**src/rtl/ais_pkg.sv**
```systemverilog
// Shared types, constants and register indexes for the alignment identity statistics block.
// Depends on nothing; every other file of the block imports it.
package ais_pkg;

  // Default capacity in columns of one alignment.
  localparam int unsigned MAX_COLUMNS_DEF = 65536;

  // Fixed field widths.
  localparam int unsigned CHAR_W  = 8;
  localparam int unsigned PEN_W   = 4;
  localparam int unsigned THR_W   = 8;
  localparam int unsigned HUND_W  = 14;
  localparam int unsigned DIST_W  = 17;
  localparam int unsigned SCORE_W = 21;
  localparam int unsigned RUN_W   = 17;

  // Configuration port.
  localparam int unsigned CFG_IDX_W  = 3;
  localparam int unsigned CFG_DATA_W = 8;
  localparam logic [CFG_IDX_W-1:0] REG_MATCH_BONUS   = 3'd0;
  localparam logic [CFG_IDX_W-1:0] REG_MISMATCH_COST = 3'd1;
  localparam logic [CFG_IDX_W-1:0] REG_GAP_COST      = 3'd2;
  localparam logic [CFG_IDX_W-1:0] REG_LONG_GAP_THR  = 3'd3;
  localparam logic [CFG_IDX_W-1:0] REG_GAP_SYMBOL    = 3'd4;

  // Register reset values.
  localparam logic [PEN_W-1:0]  RST_MATCH_BONUS   = 4'd2;
  localparam logic [PEN_W-1:0]  RST_MISMATCH_COST = 4'd4;
  localparam logic [PEN_W-1:0]  RST_GAP_COST      = 4'd2;
  localparam logic [THR_W-1:0]  RST_LONG_GAP_THR  = 8'd20;
  localparam logic [CHAR_W-1:0] RST_GAP_SYMBOL    = 8'd45;

  // Identities are scaled to hundredths of a percent.
  localparam logic [HUND_W-1:0] SCALE = 14'd10000;

  // Column queue between front and back.
  localparam int unsigned QUEUE_DEPTH = 4;

  // Open gap run kinds.
  localparam logic [1:0] RUN_NONE   = 2'd0;
  localparam logic [1:0] RUN_QUERY  = 2'd1;
  localparam logic [1:0] RUN_TARGET = 2'd2;

  // One classified column.
  typedef struct packed {
    logic last;
    logic equal;
    logic q_gap;
    logic t_gap;
  } col_t;

  // Scoring and run settings used by the back end.
  typedef struct packed {
    logic [PEN_W-1:0] match_bonus;
    logic [PEN_W-1:0] mismatch_cost;
    logic [PEN_W-1:0] gap_cost;
    logic [THR_W-1:0] long_gap_thr;
  } cfg_t;

endpackage

```
**src/rtl/ais_front.sv**
```systemverilog
// Front end: classifies each incoming column and holds it in a short queue.
// Depends on ais_pkg.
module ais_front (
  input  logic                         clk_i,
  input  logic                         rst_ni,
  input  logic                         push_i,
  output logic                         full_o,
  input  logic [ais_pkg::CHAR_W-1:0]   query_char_i,
  input  logic [ais_pkg::CHAR_W-1:0]   target_char_i,
  input  logic                         last_column_i,
  input  logic [ais_pkg::CHAR_W-1:0]   gap_symbol_i,
  output logic                         col_valid_o,
  output ais_pkg::col_t                col_o,
  input  logic                         col_pop_i
);
  import ais_pkg::*;

  localparam int unsigned PtrW = $clog2(QUEUE_DEPTH);
  localparam int unsigned CntW = $clog2(QUEUE_DEPTH + 1);

  col_t            mem_q [QUEUE_DEPTH];
  logic [PtrW-1:0] wr_ptr_q, rd_ptr_q;
  logic [CntW-1:0] count_q;
  col_t            col_in;
  logic            do_push, do_pop;

  always_comb begin
    col_in.last  = last_column_i;
    col_in.equal = (query_char_i == target_char_i);
    col_in.q_gap = (query_char_i == gap_symbol_i);
    col_in.t_gap = (target_char_i == gap_symbol_i);
  end

  assign full_o      = (count_q == CntW'(QUEUE_DEPTH));
  assign col_valid_o = (count_q != '0);
  assign do_push     = push_i && !full_o;
  assign do_pop      = col_pop_i && col_valid_o;
  assign col_o       = mem_q[rd_ptr_q];

  always_ff @(posedge clk_i) begin
    if (do_push) begin
      mem_q[wr_ptr_q] <= col_in;
    end
  end

  always_ff @(posedge clk_i or negedge rst_ni) begin
    if (!rst_ni) begin
      wr_ptr_q <= '0;
      rd_ptr_q <= '0;
      count_q  <= '0;
    end else begin
      if (do_push) begin
        wr_ptr_q <= wr_ptr_q + PtrW'(1);
      end
      if (do_pop) begin
        rd_ptr_q <= rd_ptr_q + PtrW'(1);
      end
      if (do_push && !do_pop) begin
        count_q <= count_q + CntW'(1);
      end else if (do_pop && !do_push) begin
        count_q <= count_q - CntW'(1);
      end
    end
  end

endmodule

```
**src/rtl/ais_div.sv**
```systemverilog
// Iterative restoring divider, one quotient bit per cycle, for quotients below 2**HUND_W.
// Depends on ais_pkg.
module ais_div #(
  parameter int unsigned DenW = 17
) (
  input  logic                          clk_i,
  input  logic                          rst_ni,
  input  logic                          start_i,
  input  logic [DenW+ais_pkg::HUND_W-1:0] num_i,
  input  logic [DenW-1:0]               den_i,
  output logic                          done_o,
  output logic [ais_pkg::HUND_W-1:0]    quot_o
);
  import ais_pkg::*;

  localparam int unsigned NumW  = DenW + HUND_W;
  localparam int unsigned StepW = $clog2(HUND_W + 1);

  logic [NumW-1:0]   rem_q, dsr_q;
  logic [HUND_W-1:0] quot_q;
  logic [StepW-1:0]  step_q;
  logic              busy_q, done_q;
  logic              fits;

  assign fits   = (rem_q >= dsr_q);
  assign done_o = done_q;
  assign quot_o = quot_q;

  always_ff @(posedge clk_i) begin
    if (start_i) begin
      rem_q  <= num_i;
      dsr_q  <= {1'b0, den_i, (HUND_W - 1)'(0)};
      quot_q <= '0;
    end else if (busy_q) begin
      if (fits) begin
        rem_q <= rem_q - dsr_q;
      end
      dsr_q  <= dsr_q >> 1;
      quot_q <= {quot_q[HUND_W-2:0], fits};
    end
  end

  always_ff @(posedge clk_i or negedge rst_ni) begin
    if (!rst_ni) begin
      busy_q <= 1'b0;
      done_q <= 1'b0;
      step_q <= '0;
    end else begin
      done_q <= 1'b0;
      if (start_i) begin
        busy_q <= 1'b1;
        step_q <= StepW'(HUND_W);
      end else if (busy_q) begin
        step_q <= step_q - StepW'(1);
        if (step_q == StepW'(1)) begin
          busy_q <= 1'b0;
          done_q <= 1'b1;
        end
      end
    end
  end

endmodule

```
**src/rtl/ais_back.sv**
```systemverilog
// Back end: accumulates the statistics of classified columns, finishes an alignment
// with two divisions on a shared divider, and holds the result for the consumer.
// Depends on ais_pkg and ais_div.
module ais_back #(
  parameter int unsigned MaxColumns = ais_pkg::MAX_COLUMNS_DEF
) (
  input  logic                               clk_i,
  input  logic                               rst_ni,
  input  ais_pkg::cfg_t                      cfg_i,
  input  logic                               col_valid_i,
  input  ais_pkg::col_t                      col_i,
  output logic                               col_pop_o,
  output logic                               empty_o,
  input  logic                               pop_i,
  output logic [ais_pkg::HUND_W-1:0]         identity_hundredths_o,
  output logic [ais_pkg::DIST_W-1:0]         mismatch_distance_o,
  output logic signed [ais_pkg::SCORE_W-1:0] alignment_score_o,
  output logic [ais_pkg::HUND_W-1:0]         effective_identity_hundredths_o
);
  import ais_pkg::*;

  localparam int unsigned CntW  = $clog2(MaxColumns + 1);
  localparam int unsigned NumW  = CntW + HUND_W;
  localparam int unsigned DiffW = (CntW > DIST_W) ? CntW : DIST_W;
  localparam int unsigned SumW  = SCORE_W + 1;

  localparam logic [2:0] ST_RUN    = 3'd0;
  localparam logic [2:0] ST_CLOSE  = 3'd1;
  localparam logic [2:0] ST_DIV_ID = 3'd2;
  localparam logic [2:0] ST_MUL_EF = 3'd3;
  localparam logic [2:0] ST_DIV_EF = 3'd4;
  localparam logic [2:0] ST_OUT    = 3'd5;

  logic [2:0]                 state_q, state_d;
  logic [CntW-1:0]            cc_q, ec_q, el_q, em_q, pend_q;
  logic signed [SCORE_W-1:0]  score_q;
  logic [1:0]                 kind_q;
  logic [RUN_W-1:0]           len_q;
  logic [NumW-1:0]            num_q;
  logic [CntW-1:0]            den_q;
  logic                       start_q;
  logic [HUND_W-1:0]          ident_q, eff_ident_q;
  logic                       out_valid_q;
  logic [HUND_W-1:0]          res_ident_q, res_eff_q;
  logic [DIST_W-1:0]          res_dist_q;
  logic signed [SCORE_W-1:0]  res_score_q;

  logic                       div_done;
  logic [HUND_W-1:0]          div_quot, quot_safe;
  logic                       take, counted, is_match, both_gap, cont_q, cont_t, close_short;
  logic signed [SumW-1:0]     delta, score_sum;
  logic signed [SCORE_W-1:0]  score_sat;
  logic [CntW-1:0]            el_add;
  logic [DiffW-1:0]           dist_full;
  logic                       out_free;

  ais_div #(.DenW(CntW)) u_div (
    .clk_i  (clk_i),
    .rst_ni (rst_ni),
    .start_i(start_q),
    .num_i  (num_q),
    .den_i  (den_q),
    .done_o (div_done),
    .quot_o (div_quot)
  );

  assign take      = (state_q == ST_RUN) && col_valid_i;
  assign col_pop_o = take;
  assign counted   = take && (cc_q < CntW'(MaxColumns));
  assign is_match  = !col_i.q_gap && !col_i.t_gap;
  assign both_gap  = col_i.q_gap && col_i.t_gap;
  assign cont_q    = (kind_q == RUN_QUERY) && col_i.q_gap;
  assign cont_t    = (kind_q == RUN_TARGET) && col_i.t_gap;
  assign close_short = (kind_q != RUN_NONE) && (len_q < RUN_W'(cfg_i.long_gap_thr));
  assign quot_safe = (den_q == '0) ? '0 : div_quot;
  assign out_free  = !out_valid_q || pop_i;
  assign dist_full = DiffW'(cc_q) - DiffW'(ec_q);

  // Score step with saturation to the signed result range.
  always_comb begin
    if (is_match && col_i.equal) begin
      delta = SumW'($signed({1'b0, cfg_i.match_bonus}));
    end else if (is_match) begin
      delta = -SumW'($signed({1'b0, cfg_i.mismatch_cost}));
    end else begin
      delta = -SumW'($signed({1'b0, cfg_i.gap_cost}));
    end
    score_sum = SumW'(score_q) + delta;
    if (score_sum[SumW-1] != score_sum[SumW-2]) begin
      score_sat = score_sum[SumW-1] ? {1'b1, (SCORE_W - 1)'(0)} : {1'b0, {(SCORE_W - 1){1'b1}}};
    end else begin
      score_sat = score_sum[SCORE_W-1:0];
    end
  end

  // Length added when a column is handled outside a continuing run.
  assign el_add = (close_short ? pend_q : '0) + CntW'(is_match);

  always_comb begin
    state_d = state_q;
    unique case (state_q)
      ST_RUN: begin
        if (take && col_i.last) begin
          state_d = ST_CLOSE;
        end
      end
      ST_CLOSE:  state_d = ST_DIV_ID;
      ST_DIV_ID: begin
        if (div_done) begin
          state_d = ST_MUL_EF;
        end
      end
      ST_MUL_EF: state_d = ST_DIV_EF;
      ST_DIV_EF: begin
        if (div_done) begin
          state_d = ST_OUT;
        end
      end
      ST_OUT: begin
        if (out_free) begin
          state_d = ST_RUN;
        end
      end
      default: state_d = ST_RUN;
    endcase
  end

  always_ff @(posedge clk_i or negedge rst_ni) begin
    if (!rst_ni) begin
      state_q     <= ST_RUN;
      cc_q        <= '0;
      ec_q        <= '0;
      el_q        <= '0;
      em_q        <= '0;
      pend_q      <= '0;
      score_q     <= '0;
      kind_q      <= RUN_NONE;
      len_q       <= '0;
      start_q     <= 1'b0;
      out_valid_q <= 1'b0;
    end else begin
      state_q <= state_d;
      // The divider starts right after its operands are registered.
      start_q <= (state_q == ST_CLOSE) || (state_q == ST_MUL_EF);
      if ((state_q == ST_OUT) && out_free) begin
        out_valid_q <= 1'b1;
      end else if (pop_i && out_valid_q) begin
        out_valid_q <= 1'b0;
      end
      unique case (state_q)
        ST_RUN: begin
          if (counted) begin
            cc_q    <= cc_q + CntW'(1);
            ec_q    <= ec_q + CntW'(col_i.equal);
            score_q <= score_sat;
            if (cont_q || cont_t) begin
              if (len_q != {RUN_W{1'b1}}) begin
                len_q <= len_q + RUN_W'(1);
              end
              pend_q <= pend_q + CntW'(cont_q ? !col_i.t_gap : !col_i.q_gap);
            end else begin
              el_q <= el_q + el_add;
              em_q <= em_q + CntW'(is_match && col_i.equal);
              if (is_match || both_gap) begin
                kind_q <= RUN_NONE;
                len_q  <= '0;
                pend_q <= '0;
              end else begin
                kind_q <= col_i.q_gap ? RUN_QUERY : RUN_TARGET;
                len_q  <= RUN_W'(1);
                pend_q <= CntW'(1);
              end
            end
          end
        end
        ST_CLOSE: begin
          if (close_short) begin
            el_q <= el_q + pend_q;
          end
          kind_q  <= RUN_NONE;
          len_q   <= '0;
          pend_q  <= '0;
        end
        ST_DIV_ID: begin
          if (div_done) begin
            ident_q <= quot_safe;
          end
        end
        ST_DIV_EF: begin
          if (div_done) begin
            eff_ident_q <= quot_safe;
          end
        end
        ST_OUT: begin
          if (out_free) begin
            res_ident_q <= ident_q;
            res_eff_q   <= eff_ident_q;
            res_dist_q  <= dist_full[DIST_W-1:0];
            res_score_q <= score_q;
            cc_q        <= '0;
            ec_q        <= '0;
            el_q        <= '0;
            em_q        <= '0;
            score_q     <= '0;
          end
        end
        default: ;
      endcase
    end
  end

  // Divider operands: identity in the close step, effective identity afterwards.
  always_ff @(posedge clk_i) begin
    if (state_q == ST_CLOSE) begin
      num_q <= NumW'(ec_q) * NumW'(SCALE);
      den_q <= cc_q;
    end else if (state_q == ST_MUL_EF) begin
      num_q <= NumW'(em_q) * NumW'(SCALE);
      den_q <= el_q;
    end
  end

  assign empty_o                         = !out_valid_q;
  assign identity_hundredths_o           = res_ident_q;
  assign mismatch_distance_o             = res_dist_q;
  assign alignment_score_o               = res_score_q;
  assign effective_identity_hundredths_o = res_eff_q;

endmodule

```
**src/rtl/alignment_identity_statistics.sv**
```systemverilog
// Top level of the alignment identity statistics block: configuration registers,
// front end with column queue, and back end. Depends on ais_pkg, ais_front and ais_back.
//
//   Channel   Handshake             Transaction carries
//   -------   -------------------   -----------------------------------------------
//   columns   push_i / full_o       query_char_i, target_char_i, last_column_i
//   results   pop_i / empty_o       identity, mismatch distance, score, eff. identity
//   config    cfg_we_i (no stall)   cfg_idx_i selects register, cfg_wdata_i value
//
// Columns stream through the back end at one per cycle while it is accumulating; a
// last column then adds a close step and two divisions on the one shared bit-serial
// divider, with a multiply step between them and an output step after them.
// Reset clears all accumulators, the column queue and the result slot and loads the
// register defaults. While the back end divides, the four-entry queue keeps taking
// columns until it fills; a result waiting for pop_i holds only the back end's last step.
module alignment_identity_statistics #(
  parameter int unsigned MaxColumns = ais_pkg::MAX_COLUMNS_DEF
) (
  input  logic                                clk_i,
  input  logic                                rst_ni,
  input  logic                                push_i,
  output logic                                full_o,
  input  logic [ais_pkg::CHAR_W-1:0]          query_char_i,
  input  logic [ais_pkg::CHAR_W-1:0]          target_char_i,
  input  logic                                last_column_i,
  output logic                                empty_o,
  input  logic                                pop_i,
  output logic [ais_pkg::HUND_W-1:0]          identity_hundredths_o,
  output logic [ais_pkg::DIST_W-1:0]          mismatch_distance_o,
  output logic signed [ais_pkg::SCORE_W-1:0]  alignment_score_o,
  output logic [ais_pkg::HUND_W-1:0]          effective_identity_hundredths_o,
  input  logic                                cfg_we_i,
  input  logic [ais_pkg::CFG_IDX_W-1:0]       cfg_idx_i,
  input  logic [ais_pkg::CFG_DATA_W-1:0]      cfg_wdata_i
);
  import ais_pkg::*;

  // Configuration registers. The user must change them only while the block is idle;
  // the block does not enforce it, and both halves read them directly.
  cfg_t              cfg_q;
  logic [CHAR_W-1:0] gap_symbol_q;

  logic col_valid, col_pop;
  col_t col;

  always_ff @(posedge clk_i or negedge rst_ni) begin
    if (!rst_ni) begin
      cfg_q.match_bonus   <= RST_MATCH_BONUS;
      cfg_q.mismatch_cost <= RST_MISMATCH_COST;
      cfg_q.gap_cost      <= RST_GAP_COST;
      cfg_q.long_gap_thr  <= RST_LONG_GAP_THR;
      gap_symbol_q        <= RST_GAP_SYMBOL;
    end else if (cfg_we_i) begin
      unique case (cfg_idx_i)
        REG_MATCH_BONUS:   cfg_q.match_bonus   <= cfg_wdata_i[PEN_W-1:0];
        REG_MISMATCH_COST: cfg_q.mismatch_cost <= cfg_wdata_i[PEN_W-1:0];
        REG_GAP_COST:      cfg_q.gap_cost      <= cfg_wdata_i[PEN_W-1:0];
        REG_LONG_GAP_THR:  cfg_q.long_gap_thr  <= cfg_wdata_i[THR_W-1:0];
        REG_GAP_SYMBOL:    gap_symbol_q        <= cfg_wdata_i[CHAR_W-1:0];
        default: ;
      endcase
    end
  end

  // The front end classifies each column against the gap symbol and queues it.
  ais_front u_front (
    .clk_i        (clk_i),
    .rst_ni       (rst_ni),
    .push_i       (push_i),
    .full_o       (full_o),
    .query_char_i (query_char_i),
    .target_char_i(target_char_i),
    .last_column_i(last_column_i),
    .gap_symbol_i (gap_symbol_q),
    .col_valid_o  (col_valid),
    .col_o        (col),
    .col_pop_i    (col_pop)
  );

  // The back end accumulates, divides on the last column and holds the result.
  ais_back #(.MaxColumns(MaxColumns)) u_back (
    .clk_i                          (clk_i),
    .rst_ni                         (rst_ni),
    .cfg_i                          (cfg_q),
    .col_valid_i                    (col_valid),
    .col_i                          (col),
    .col_pop_o                      (col_pop),
    .empty_o                        (empty_o),
    .pop_i                          (pop_i),
    .identity_hundredths_o          (identity_hundredths_o),
    .mismatch_distance_o            (mismatch_distance_o),
    .alignment_score_o              (alignment_score_o),
    .effective_identity_hundredths_o(effective_identity_hundredths_o)
  );

endmodule

```
**config.mk**
```make
export PLATFORM = sky130hd
export DESIGN_NAME = alignment_identity_statistics
export DESIGN_NICKNAME = d
export VERILOG_FILES = /design/src/rtl/ais_pkg.sv /design/src/rtl/ais_front.sv /design/src/rtl/ais_div.sv /design/src/rtl/ais_back.sv /design/src/rtl/alignment_identity_statistics.sv
export SDC_FILE = /design/constraint.sdc
export NUM_CORES = 1
export LEC_CHECK = 0
export BUFFER_PORTS_ARGS = -buffer_cell sky130_fd_sc_hd__buf_2
export CORE_AREA = 3 3 307 309
export CTS_BUF_LIST = sky130_fd_sc_hd__clkbuf_8
export CTS_CLUSTER_DIAMETER = 100
export CTS_CLUSTER_SIZE = 30
export DETAILED_ROUTE_END_ITERATION = 10
export DIE_AREA = 0 0 310 312
export PLACE_DENSITY_LB_ADDON = 0.05
export REMOVE_ABC_BUFFERS = 1
export SLEW_MARGIN = 10
export SYNTH_ARGS = -nofsm -noshare
export SYNTH_HDL_FRONTEND = slang
export SYNTH_SLANG_ARGS = --single-unit
```
**constraint.sdc**
```tcl
create_clock -name clk_i -period 6 [get_ports clk_i]
set_input_delay 0.6 -clock clk_i [delete_from_list [all_inputs] [get_ports clk_i]]
set_output_delay 0.6 -clock clk_i [all_outputs]
set_load 0.1 [all_outputs]
```
==> results.ini, run 1 <==
[placed_design]
place_hpwl_um = 58200
place.gp.congestion = 0.795
dp.cells = 4033
io_buffers = 100

[route]
drc = 0
initialDrtViolationCount = 1238
drt_pre_antenna_iters = 7
wire_per_inst_um = 18.4
vias = 19843
via_per_inst = 4.85
drtAntennaViolNets = 0
routed_wl_um = 75500

[sta]
period_needed_ns = 5.68
clock_skew_ns = 0.104
max_slew_margin = 0.208
hold_slack_ns = 0.0898
finalCritPeriodShare = 0.947
maxSlewViolCount = 0
max_freq_mhz = 176
setup_viol = 0
finalHoldViolCount = 0
worst_pin_slew_ns = 1.18
rsz0062_at_grt = no
tns_ns = 0

[clock_tree]
clockBufferDepth = 3
clk_pin_slew_ns = 0.15
clock-sinks = 400
clkLatencyLatePin_ns = 0.77
cts_tree = built
cts-root-buf = clkbuf_8
htree_levels = 1
cts_buffers = 28

[setup_path]
path_cells = inv_1 > fa_1 > inv_1 > ha_1 > inv_1 > fa_1 > inv_1 > ha_1 > inv_1 > fa_1 > inv_1 > ha_1 > o21ai_0 > nand2_1 > and3_1 > a311o_1 > a21oi_1 > a31oi_1 > or4_1 > a31oi_1 > xor2_1 > mux2i_1
crit_start = u_back.em_q[5]
rr_worst_depth = 22
critPathSlowestCell = fa_1
worstSetupEndpoint = u_back.num_q[29]
r2r_slack_ns = 0.32
required_ns = 6.44
crit_path_end_kind = flop
timing.rr.end = u_back.num_q[29]
cp.arrival_ns = 6.12
max_stage_delay_ns = 0.53
crit_top_cell = inv_1
startpoint_type = flop
path_max_fanout = 5
critical_path_class = reg -> reg
reg2reg_from = u_back.em_q[5]

[synth]
synthDistinctLibCells = 82
synth_top_flop_cell = edfxtp_1
muxShareOfSynthArea = 0.0259
synth_top_family_by_area = adder cells
synth-xor-area-share = 0.0631
avgSynthCellArea_um2 = 9.86
synth_cells = 2786
synth_adder_area_share = 0.201
async_flop_share = 0.428
synth_area_um2 = 27500
seq_area_frac_synth = 0.397
synth-simple-area-share = 0.131
synth_enable_flop_cells = 202
yosysWarnings = 0
yosys_register_bits = 400
synth_compound_area_frac = 0.126

[global_route]
antenna_found_initial = 4
grt-ovfl-total = 0
track_usage = 0.155
grt_pass1_vias = 20129
grt_pass1_wl_um = 119000
grt_start_max_net_pins = 111

[layout]
num-fill-cells = 9468
drive_gt1_frac = 0.0898
nNetsFinal = 3301
final_cell_mix = 344 x inv_1, 302 x ha_1, 258 x nand2_1
instances_no_fill = 4094
syn_to_final_growth_pct = 10.4
fin_util = 0.331
mostFrequentLayoutCell = inv_1

[die]
start_util = 0.300
rows = 111
die_w_um = 310
core_um2 = 91700
fp.dieH_um = 312
num_io_pins = 101
fp.dieArea_um2 = 96700

[flow_run]
drv_cap = 0

[run_status]
status = finished clean

[min_path]
min_path_type = in -> reg

-- logic make-up after synthesis --
| kind of cell | Yosys count |
|---|---|
| simple gates | 765 |
| fa+ha+maj | 392 |
| flops | 400 |
| compound gates | 553 |
| mux | 63 |
| buf+inv | 415 |
| xor+xnor | 198 |
-- critical path: cells and delay by family (launching register included) --
kind	cells	cell delay, ns
compound gates	5	1.22
simple gates	3	0.74
xor+xnor	1	0.15
fa+ha+maj	6	2.39
mux	1	0.08
flops	1	0.46
buf+inv	6	0.39
-- routing by layer --
| metal | vias up | wire length (µm) | global-route usage |
|---|---|---|---|
| met5 | - | 12 | 0 |
| met4 | 2 | 959 | 0.0228 |
| met3 | 56 | 2840 | 0.0176 |
| met2 | 299 | 32800 | 0.241 |
| met1 | 9673 | 38900 | 0.236 |
| li1 | 9813 | - | - |
-- area by class of cell --
cell class / instances / area [µm²] / share of cell area
flip-flops and latches: 400 / 10900 / 0.360
diodes: 3 / 7.51 / 0.000248
well taps: 1186 / 1480 / 0.0489
repair buffers: 139 / 820 / 0.0270
clock inverters: 24 / 373 / 0.0123
clock buffers: 28 / 385 / 0.0127
multi-input cells: 1971 / 15100 / 0.497
inverters: 343 / 1290 / 0.0425
-- registers in the layout (all words and copies together) (netlist names), 8 cells and up --
name / cells
u_back.em_q: 17
u_back.u_div.quot_o: 14
u_back.effective_identity_hundredths_o: 14
u_back.den_q: 17
u_back.num_q: 27
u_back.score_q: 21
u_back.cc_q: 17
u_back.len_q: 17
u_back.alignment_score_o: 21
u_back.eff_ident_q: 14
cfg_q: 20
u_back.ec_q: 17
u_back.pend_q: 17
u_back.ident_q: 14
u_back.el_q: 17
u_back.u_div.dsr_q: 30
u_back.identity_hundredths_o: 14
gap_symbol_q: 8
u_back.mismatch_distance_o: 17
u_front.mem_q: 16
u_back.u_div.rem_q: 31
-- metrics by stage --
stage               setup WS (ns)  cell area, µm²
finish                      0.316           30300
CTS                        0.0963           30300
detailed placement          0.260           29500
global placement            0.308           29500
global route              0.00199           30300
floorplan                   0.672           27200
-- cell usage after synthesis, types with 11 or more instances --
cell type,count,area [µm²]
nand2_1,258,968
o21bai_1,20,150
a21o_1,46,345
o31ai_1,11,82.6
nor4_1,11,68.8
edfxtp_1,202,6070
nand2b_1,25,156
fa_1,83,1660
a221o_1,12,120
and3_1,37,231
nand3_1,47,235
nor2_1,211,792
a21oi_1,155,776
xnor2_1,140,1230
o211ai_1,13,97.6
a31oi_1,18,113
mux2i_1,35,350
o21ai_0,163,816
dfxtp_1,27,541
nor2b_1,35,219
a211oi_1,13,97.6
o21a_1,13,97.6
clkbuf_1,61,229
nor3_1,25,125
ha_1,302,3780
and2_1,29,181
xor2_1,58,508
dfrtp_1,162,4050
mux2_2,24,270
nand4_1,33,206
or3_1,18,113
inv_1,343,1290
-- how the worst min path moves through the flow --
stage,startpoint,endpoint,slack (ns),depth (start not counted)
after floorplan,rst_ni,cfg_q[0],0.30,0
after global placement,u_back.eff_ident_q[10],u_back.effective_identity_hundredths_o[10],0.41,0
after detailed placement,u_back.eff_ident_q[3],u_back.effective_identity_hundredths_o[3],0.40,0
after CTS,cfg_wdata_i[6],cfg_q[6],0.004,2
after global routing,cfg_wdata_i[4],gap_symbol_q[4],0.01,2
final,cfg_wdata_i[6],cfg_q[6],0.09,2
-- what timing repair did --
action / CTS / global route
hold buffers: 2 / 0
setup endpoints to repair: 0 / 2
resized for setup: 0 / 4
setup buffers: 0 / 4
endpoints found under the hold margin: 58 / 0
Power of run 1 is left out: the tool's default activity adds up to more than one toggle a clock period on the data nets, which glitch-free logic cannot reach.
==> inputs of run 2 (changes only) <==
--- a/config.mk
+++ b/config.mk
@@ -7,7 +7,7 @@
 export LEC_CHECK = 0
 export BUFFER_PORTS_ARGS = -buffer_cell sky130_fd_sc_hd__buf_2
 export CORE_AREA = 3 3 307 309
-export CTS_BUF_LIST = sky130_fd_sc_hd__clkbuf_8
+export CTS_BUF_LIST = sky130_fd_sc_hd__clkbuf_2
 export CTS_CLUSTER_DIAMETER = 100
 export CTS_CLUSTER_SIZE = 30
 export DETAILED_ROUTE_END_ITERATION = 10
==> run 2 against run 1 <==
Final cell count rose by 1.4%. Worst setup slack improved by 0.024 ns. Core utilization rose by 0.38 points. Clock-buffer cell count rose by 1. Worst hold slack improved by 0.21 ns. Via count rose by 0.90%. Critical endpoint unchanged. Routed wire length rose by 0.61%. Non-clock buffer count rose by 55. Flip-flop and latch count did not move. Register-to-register slack improved by 0.02 ns.
==> results.ini, run 2 (synthesized netlist as in run 1, its figures left out) <==
[clock_tree]
htree_levels = 1
clockBufferDepth = 3
clkLatencyLatePin_ns = 1.40
cts_buffers = 28
cts-root-buf = clkbuf_2
cts_tree = built
clock-sinks = 400
clk_pin_slew_ns = 0.55

[run_status]
status = finished clean

[setup_path]
critPathSlowestCell = fa_1
max_stage_delay_ns = 0.53
crit_start = u_back.em_q[5]
path_cells = inv_1 > fa_1 > inv_1 > ha_1 > inv_1 > fa_1 > inv_1 > ha_1 > inv_1 > fa_1 > inv_1 > ha_1 > o21ai_0 > nand2_1 > and3_1 > a311o_1 > a21oi_1 > a31oi_1 > or4_1 > a31oi_1 > xor2_1 > mux2i_1
critical_path_class = reg -> reg
required_ns = 7.01
cp.arrival_ns = 6.67
reg2reg_from = u_back.em_q[5]
crit_path_end_kind = flop
path_max_fanout = 5
startpoint_type = flop
crit_top_cell = inv_1

[route]
drc = 0
drt_pre_antenna_iters = 5
initialDrtViolationCount = 1276
routed_wl_um = 76000
vias = 20022
drtAntennaViolNets = 0
via_per_inst = 4.82
wire_per_inst_um = 18.3

[layout]
syn_to_final_growth_pct = 11.6
largest_reg_flops = 31
num-fill-cells = 9485
reg_top3 = u_back.u_div.rem_q x31, u_back.u_div.dsr_q x30, u_back.num_q x27
largest_register = u_back.u_div.rem_q
final_cell_mix = 342 x inv_1, 302 x ha_1, 258 x nand2_1
mostFrequentLayoutCell = inv_1
instances_no_fill = 4152
drive_gt1_frac = 0.0905
nNetsFinal = 3356
fin_util = 0.335

[die]
die_w_um = 310
fp.dieH_um = 312
num_io_pins = 101
fp.dieArea_um2 = 96700
start_util = 0.300
core_um2 = 91700
rows = 111

[min_path]
min_path_type = in -> async

[sta]
period_needed_ns = 5.66
setup_viol = 0
finalCritPeriodShare = 0.943
max_slew_margin = 0.272
rsz0062_at_grt = no
worst_pin_slew_ns = 1.09
clock_skew_ns = 0.242
maxSlewViolCount = 0
max_freq_mhz = 177
tns_ns = 0
finalHoldViolCount = 0

[placed_design]
io_buffers = 100
dp.cells = 4033
place_hpwl_um = 58200
place.gp.congestion = 0.795

[flow_run]
drv_cap = 0

[global_route]
grt_pass1_vias = 20331
track_usage = 0.156
grt_start_max_net_pins = 111
grt_pass1_wl_um = 120000
grt-ovfl-total = 0
antenna_found_initial = 5

-- run 2: metrics by stage --
stage / instance area, µm² / setup WS [ns] / hold slack (ns)
after global routing: 30700 / 0.00557 / 0.134
after floorplan: 27200 / 0.672 / 0.304
after CTS: 30600 / 0.00630 / 0.0132
after detailed placement: 29500 / 0.260 / 0.405
after global placement: 29500 / 0.308 / 0.405
final: 30700 / 0.340 / 0.302
-- run 2: worst paths after layout --
path	to	slack, ns	cells past startpoint
worst max-delay path	u_back.num_q[29]	0.34	22
worst min-delay path	u_back.ec_q[5]	0.30	4
worst max register to register	u_back.num_q[29]	0.34	22
worst min register to register	u_back.identity_hundredths_o[11]	0.42	0
max in group asynchronous	u_back.em_q[14]	4.86	4
min in group clk_i	u_front.wr_ptr_q[0]	0.30	4
-- run 2: area by class of cell --
| cell class | instances | area (µm²) | share of cell area |
|---|---|---|---|
| Multi-Input combinational cell | 1971 | 15100 | 0.492 |
| Inverter | 343 | 1290 | 0.0421 |
| Clock inverter | 23 | 362 | 0.0118 |
| Timing Repair Buffer | 194 | 1390 | 0.0452 |
| Sequential cell | 400 | 10900 | 0.356 |
| Clock buffer | 29 | 145 | 0.00473 |
| Tap cell | 1186 | 1480 | 0.0484 |
| Antenna cell | 6 | 15.0 | 0.000490 |
-- run 2: critical path: cells and delay by family (launching register included) --
kind,cells,cell delay (ns)
AOI/OAI and AO/OA,5,1.21
DFF,1,0.51
muxes,1,0.08
xor gates and xnor gates,1,0.16
buffers and inverters,6,0.39
and+or+nand+nor,3,0.74
adders and majority gates,6,2.39
-- run 2: per-layer routing --
layer,up-vias,wire [µm],share of wire,GRT usage
met3,59,2580,0.034,0.0176
li1,9927,-,-,-
met4,4,1000,0.013,0.0242
met5,-,20,0.00026,0
met1,9743,39200,0.52,0.236
met2,289,33200,0.44,0.244
-- run 2: what timing repair did --
action                     4_1_cts  5_1_grt
setup endpoints to repair        1        3
hold endpoints to repair       251        0
setup buffers                    1        3
hold buffers                    57        0
pin swaps                        0        3
gates resized for setup          2        8
Power of run 2 is left out for the same reason.
